**src/hdl/bfs_pkg.sv**
```systemverilog
`default_nettype none

package bfs_pkg;

  // Default sizing of the set.
  localparam int DEF_CAPACITY   = 64;
  localparam int DEF_FLAG_WIDTH = 32;

  // Fixed widths of the transfer fields.
  localparam int VALUE_WIDTH     = 32;
  localparam int COUNT_OUT_WIDTH = 7;

  // Operation codes carried by a request.
  typedef enum logic [1:0] {
    FUNC_INSERT = 2'd0,
    FUNC_REMOVE = 2'd1,
    FUNC_QUERY  = 2'd2,
    FUNC_CLEAR  = 2'd3
  } bfs_func_t;

  // Sequencer states.
  typedef enum logic [1:0] {
    ST_IDLE,
    ST_SCAN,
    ST_SHIFT,
    ST_DONE
  } bfs_state_t;

  typedef struct packed {
    bfs_func_t                func;
    logic signed [VALUE_WIDTH-1:0] flag_value;
  } bfs_req_t;

  typedef struct packed {
    logic                       was_present;
    logic                       overflow_error;
    logic [COUNT_OUT_WIDTH-1:0] count_after;
  } bfs_rsp_t;

endpackage

`default_nettype wire

```
**src/hdl/bounded_flag_set_core.sv**
```systemverilog
`default_nettype none

// Channel   Direction  Handshake             Payload
// req       in         req_valid/req_ready   bfs_req_t (func, flag_value)
// rsp       out        rsp_valid/rsp_ready   bfs_rsp_t (was_present, overflow_error, count_after)
//
// One request is handled at a time; the scan reads one stored entry per cycle and stops at a
// hit, a miss scans every held entry, and a remove that hits then shifts the later entries
// down by one place. A clear empties the set without a scan.
// Reset empties the set at once; the memory contents are not cleared.
// A stalled response waits in its output register while the next request is processed.

module bounded_flag_set_core
  import bfs_pkg::*;
#(
  parameter int CAPACITY   = DEF_CAPACITY,
  parameter int FLAG_WIDTH = DEF_FLAG_WIDTH
) (
  input  wire logic     clk,
  input  wire logic     rst,
  input  wire logic     req_valid,
  output logic          req_ready,
  input  wire bfs_req_t req,
  output logic          rsp_valid,
  input  wire logic     rsp_ready,
  output bfs_rsp_t      rsp
);

  localparam int IDX_W = (CAPACITY > 1) ? $clog2(CAPACITY) : 1;
  localparam int CNT_W = $clog2(CAPACITY + 1);

  bfs_state_t state, state_next;
  logic [CNT_W-1:0] count, count_next;
  logic [CNT_W-1:0] scan_idx, scan_idx_next;
  logic rd_pend, rd_pend_next;
  logic [IDX_W-1:0] rd_idx, rd_idx_next;
  bfs_func_t op, op_next;
  logic [FLAG_WIDTH-1:0] key, key_next;
  logic found, found_next;
  logic ovf, ovf_next;
  bfs_rsp_t rsp_next;
  logic rsp_valid_next;
  logic rsp_load;

  // Entry memory ports.
  logic [FLAG_WIDTH-1:0] mem [CAPACITY];
  logic rd_en;
  logic [IDX_W-1:0] rd_addr;
  logic [FLAG_WIDTH-1:0] rd_data;
  logic wr_en;
  logic [IDX_W-1:0] wr_addr;
  logic [FLAG_WIDTH-1:0] wr_data;
  logic hit;

  assign req_ready = (state == ST_IDLE);
  assign hit = rd_pend && (rd_data == key);

  // Control registers.
  always_ff @(posedge clk) begin
    if (rst) begin
      state     <= ST_IDLE;
      count     <= '0;
      rd_pend   <= 1'b0;
      rsp_valid <= 1'b0;
    end else begin
      state     <= state_next;
      count     <= count_next;
      rd_pend   <= rd_pend_next;
      rsp_valid <= rsp_valid_next;
    end
  end

  // Working registers of the request in progress.
  always_ff @(posedge clk) begin
    scan_idx <= scan_idx_next;
    rd_idx   <= rd_idx_next;
    op       <= op_next;
    key      <= key_next;
    found    <= found_next;
    ovf      <= ovf_next;
    rsp      <= rsp_next;
  end

  // Entry memory: one write and one registered read per cycle.
  always_ff @(posedge clk) begin
    if (wr_en) begin
      mem[wr_addr] <= wr_data;
    end
    if (rd_en) begin
      rd_data <= mem[rd_addr];
    end
  end

  // Sequencer: next state, memory control and response.
  always_comb begin
    state_next     = state;
    count_next     = count;
    scan_idx_next  = scan_idx;
    rd_pend_next   = 1'b0;
    rd_idx_next    = rd_idx;
    op_next        = op;
    key_next       = key;
    found_next     = found;
    ovf_next       = ovf;
    rd_en          = 1'b0;
    rd_addr        = scan_idx[IDX_W-1:0];
    wr_en          = 1'b0;
    wr_addr        = count[IDX_W-1:0];
    wr_data        = key;
    rsp_load       = 1'b0;
    rsp_next       = rsp;
    rsp_valid_next = rsp_valid && !rsp_ready;

    case (state)
      ST_IDLE: begin
        if (req_valid) begin
          op_next       = req.func;
          key_next      = FLAG_WIDTH'($unsigned(req.flag_value));
          found_next    = 1'b0;
          ovf_next      = 1'b0;
          scan_idx_next = '0;
          if (req.func == FUNC_CLEAR) begin
            count_next = '0;
            state_next = ST_DONE;
          end else begin
            state_next = ST_SCAN;
          end
        end
      end

      ST_SCAN: begin
        // Issue the next read unless the entry just read matched.
        if (!hit && (scan_idx < count)) begin
          rd_en         = 1'b1;
          rd_pend_next  = 1'b1;
          rd_idx_next   = scan_idx[IDX_W-1:0];
          scan_idx_next = scan_idx + CNT_W'(1);
        end
        if (hit) begin
          found_next = 1'b1;
          if (op == FUNC_REMOVE) begin
            scan_idx_next = CNT_W'(rd_idx) + CNT_W'(1);
            state_next    = ST_SHIFT;
          end else begin
            state_next = ST_DONE;
          end
        end else if (!rd_pend && (scan_idx >= count)) begin
          // Value absent: an insert appends it or reports a full set.
          if (op == FUNC_INSERT) begin
            if (count >= CNT_W'(CAPACITY)) begin
              ovf_next = 1'b1;
            end else begin
              wr_en      = 1'b1;
              count_next = count + CNT_W'(1);
            end
          end
          state_next = ST_DONE;
        end
      end

      ST_SHIFT: begin
        // Move each later entry down by one place, read and write overlapped.
        if (rd_pend) begin
          wr_en   = 1'b1;
          wr_addr = rd_idx - IDX_W'(1);
          wr_data = rd_data;
        end
        if (scan_idx < count) begin
          rd_en         = 1'b1;
          rd_pend_next  = 1'b1;
          rd_idx_next   = scan_idx[IDX_W-1:0];
          scan_idx_next = scan_idx + CNT_W'(1);
        end else if (!rd_pend) begin
          count_next = count - CNT_W'(1);
          state_next = ST_DONE;
        end
      end

      ST_DONE: begin
        // Hand the result to the output register once it is free.
        if (!rsp_valid || rsp_ready) begin
          rsp_load       = 1'b1;
          rsp_valid_next = 1'b1;
          state_next     = ST_IDLE;
        end
      end

      default: begin
        state_next = ST_IDLE;
      end
    endcase

    if (rsp_load) begin
      rsp_next.was_present    = found;
      rsp_next.overflow_error = ovf;
      rsp_next.count_after    = COUNT_OUT_WIDTH'(count);
    end
  end

  // The number of held entries never exceeds the capacity.
  assert property (@(posedge clk) disable iff (rst) count <= CNT_W'(CAPACITY))
    else $error("entry count above capacity");

  // A clear empties the set in the following cycle.
  assert property (@(posedge clk) disable iff (rst)
    (req_valid && req_ready && req.func == FUNC_CLEAR) |=> (count == '0))
    else $error("clear did not empty the set");

  // Writes only land inside the list or at its end.
  assert property (@(posedge clk) disable iff (rst)
    wr_en |-> (CNT_W'(wr_addr) <= count) && (CNT_W'(wr_addr) < CNT_W'(CAPACITY)))
    else $error("entry write outside the held list");

  // An overflow is only reported for a value that was absent.
  assert property (@(posedge clk) disable iff (rst)
    (rsp_valid && rsp.overflow_error) |-> !rsp.was_present)
    else $error("overflow reported for a present value");

endmodule

`default_nettype wire
```
**config.mk**
```make
export PLATFORM = sky130hd
export DESIGN_NAME = bounded_flag_set_core
export DESIGN_NICKNAME = d
export VERILOG_FILES = /design/src/hdl/bfs_pkg.sv /design/src/hdl/bounded_flag_set_core.sv
export SDC_FILE = /design/constraint.sdc
export NUM_CORES = 2
export LEC_CHECK = 0
export BUFFER_PORTS_ARGS = -buffer_cell sky130_fd_sc_hd__buf_2
export CAP_MARGIN = 0
export CORE_MARGIN = 2
export CORE_UTILIZATION = 45
export CTS_CLUSTER_SIZE = 30
export DETAILED_ROUTE_END_ITERATION = 16
export GPL_ROUTABILITY_DRIVEN = 1
export HOLD_SLACK_MARGIN = 0.1
export PLACE_DENSITY = 0.58
export SKIP_LAST_GASP = 1
export SLEW_MARGIN = 40
export SYNTH_ARGS = -nofsm -noshare
export SYNTH_HDL_FRONTEND = slang
export SYNTH_SLANG_ARGS = --single-unit
```
**constraint.sdc**
```tcl
create_clock -name clk -period 8.8 [get_ports clk]
set_clock_uncertainty 0.15 [all_clocks]
set_input_delay 0.88 -clock clk [delete_from_list [all_inputs] [get_ports clk]]
set_output_delay 0.88 -clock clk [all_outputs]
set_load 0.02 [all_outputs]
```
==> impl_metrics.tcl <==
set metrics [dict create \
    status "completed" \
    place_hpwl_um 117000 \
    layout.cells.most_common "edfxtp_1" \
    worst-r2r-setup-slack_ps 4120 \
    critPathKind "register to register" \
    cp-end-kind "register" \
    min_from "rst" \
    rsz0062_at_grt "false" \
    first_global_vias 38100 \
    fmax_ghz 0.214 \
    max_cap_violations 0 \
    start_util 0.453 \
    h-tree-depth 4 \
    drv_slew 0 \
    globalplace.congestion 0.837 \
    crit_required_ps 9220 \
    clockBufferDepth 3 \
    cts_sinks 2149 \
    drt-initial-drc-count 5245 \
    crit_fanout 61 \
    startpoint_type "register" \
    ir_drop_mv 0.210 \
    nFillCells 14000 \
    setup_viol 0 \
    route.detailed.drc 0 \
    antenna_found_initial 12 \
    die_y_um 433 \
    numCtsBuffers 211 \
    synth_nets 3498 \
    grt_pass1_wl_um 299000 \
    grt_overflow 0 \
    rows 157 \
    cp.arrival_ps 5110 \
    vias_per_cell 6.05 \
    drive_above_1_share 0.331 \
    r2r_end "rd_data[11]$_DFFE_PP_" \
    final_cell_mix "edfxtp_1 (2138), mux4_2 (672), clkbuf_16 (213)" \
    numPortBuffers 48 \
    placed_cells_incl_taps 5922 \
    cts_tree "built" \
    area_delta_synth_final_pct 14.7 \
    hold_path.class "input pin to register" \
    fin_tns_setup_ps 0 \
    period_needed_ps 4680 \
    r2r_cells 7 \
    die-width_um 433 \
    whs_ps 247 \
    synthCells 3440 \
    detail_route.wirelength_um 213000 \
    worst_slew_pin_slew_ps 831 \
    worst_hold_path.num_cells 2 \
    yosysSeqAreaShare 0.778 \
    hold_path_end "count[1]$_SDFFE_PP0P_" \
    syn_area_per_cell_um2 24.1 \
    drt_pre_antenna_iters 6 \
    p_total_mw 27.9 \
    timing.final.crit_share 0.532 \
    synth_warnings 0 \
    nNetsFinal 3771 \
    grt_max_degree 93 \
    dieArea_um2 188000 \
    r2r_start "scan_idx[0]$_DFFE_PP_" \
    ys.flop_type "edfxtp_1" \
    pin_count 49 \
    synth.distinct_cells 50 \
    cts.clk_slew.worst_paths_ps 70 \
    power.density_nw_per_um2 294 \
    detail_route.wl_per_cell_um 33.4 \
    synthArstFlopShare 0 \
    relSlewSlack 0.441 \
    cts_root_buf "clkbuf_16" \
    grt_usage 0.230 \
    clk-insertion-delay-late_ps 850 \
    synth-edff-count 2138 \
    hold_viol 0 \
    antenna_left 0 \
    ys_ff_latch 2149 \
    netlist_area_um2 82800 \
    core-area_um2 183000 \
    p_leak_nw 29.0 \
    instances_no_fill 6362 \
    vias 38500 \
]
-- repair_timing --
action,4_1_cts,5_1_grt
setup endpoints to repair,0,0
resized for setup,0,0
hold buffers,34,0
setup buffers,0,0
endpoints found under the hold margin,34,0
-- critical path: stages (launching register included) --
cell and delay, ps:
edfxtp_1 360, buf_6 510, buf_12 450, buf_16 410
buf_4 680, mux4_2 600, mux4_2 550, mux4_2 480
-- worst max-delay path by stage --
stage / start / to / slack, ps / cells past startpoint
floorplan: scan_idx[0]$_DFFE_PP_ / mem[13][0]$_DFFE_PP_ / 3400 / 14
global placement: state[0]$_SDFFE_PP0P_ / mem[50][8]$_DFFE_PP_ / 3330 / 8
detailed placement: state[0]$_SDFFE_PP0P_ / mem[54][11]$_DFFE_PP_ / 3580 / 8
CTS: state[0]$_SDFFE_PP0P_ / mem[54][11]$_DFFE_PP_ / 3560 / 8
global route: scan_idx[0]$_DFFE_PP_ / rd_data[20]$_DFFE_PP_ / 3800 / 7
finish: scan_idx[0]$_DFFE_PP_ / rd_data[11]$_DFFE_PP_ / 4120 / 7
-- power breakdown --
part | internal, mW | leakage (nW) | switching [mW] | total, mW
Clock | 5.02 | 3.32 | 3.86 | 8.88
Combinational | 3.07 | 6.30 | 3.84 | 6.91
Sequential | 12.0 | 19.3 | 0.156 | 12.1
Total | 20.1 | 29.0 | 7.86 | 27.9
-- metal layers --
metal | up-vias | share of wire | global-route usage
met3 | 281 | 0.080 | 0.0404
met2 | 1649 | 0.46 | 0.345
met5 | - | 0 | 0
li1 | 15400 | - | -
met4 | 0 | 0.032 | 0.0754
met1 | 21200 | 0.43 | 0.345
-- sequential cells by signal (all words and copies together), names as in the netlist --
name and flops:
mem 2048, key 32, rd_data 32, rsp 9
count 7, scan_idx 7, rd_idx 6, op 2
state 2, found 1, ovf 1, rd_pend 1
rsp_valid 1
-- through the flow --
stage | setup WS (ps) | area [um^2] | utilization
after floorplan | 3400 | 82800 | -
after global placement | 3330 | 86900 | 0.475
after detailed placement | 3580 | 87600 | 0.479
after CTS | 3560 | 94800 | 0.518
after global routing | 3800 | 95000 | 0.519
final | 4120 | 95000 | 0.519
-- cell type report --
| class | count | area, um^2 | area share |
|---|---|---|---|
| multi-input cells | 1092 | 18200 | 0.191 |
| clock buffers | 256 | 5500 | 0.0579 |
| inverters | 20 | 75.1 | 0.000790 |
| repair buffers | 239 | 2410 | 0.0254 |
| well taps | 2464 | 3080 | 0.0325 |
| diodes | 4 | 10.0 | 0.000105 |
| flip-flops and latches | 2149 | 64400 | 0.678 |
| clock inverters | 138 | 1310 | 0.0138 |
-- cell families after synthesis --
| kind of cell | after synthesis | synth area share |
|---|---|---|
| flops | 2149 | 0.778 |
| fa+ha+maj | 20 | 0.00311 |
| buf+inv | 199 | 0.0102 |
| mux | 675 | 0.183 |
| xor+xnor | 47 | 0.00497 |
| compound gates | 73 | 0.00583 |
| simple gates | 277 | 0.0150 |
-- cell usage after synthesis, drive strengths merged (3+ instances only) --
cell	count	share of area
a21o	4	0.00036
a21oi	22	0.0013
nor4	6	0.00045
nor2b	4	0.00030
xnor2	26	0.0027
dfxtp	11	0.0027
or2	5	0.00038
inv	20	0.00091
edfxtp	2138	0.78
nand2	130	0.0059
xor2	21	0.0022
buf	86	0.0051
o41ai	4	0.00042
o21ai	12	0.00073
nor3	47	0.0028
nand3b	5	0.00045
nand4	8	0.00060
ha	19	0.0029
nand3	13	0.00079
o21a	3	0.00027
clkbuf	93	0.0042
o31ai	5	0.00045
and2	3	0.00023
nand2b	6	0.00045
o21bai	4	0.00036
nor2	41	0.0019
mux4	672	0.18
and3	4	0.00030
Power figures use the tool's default switching activity.
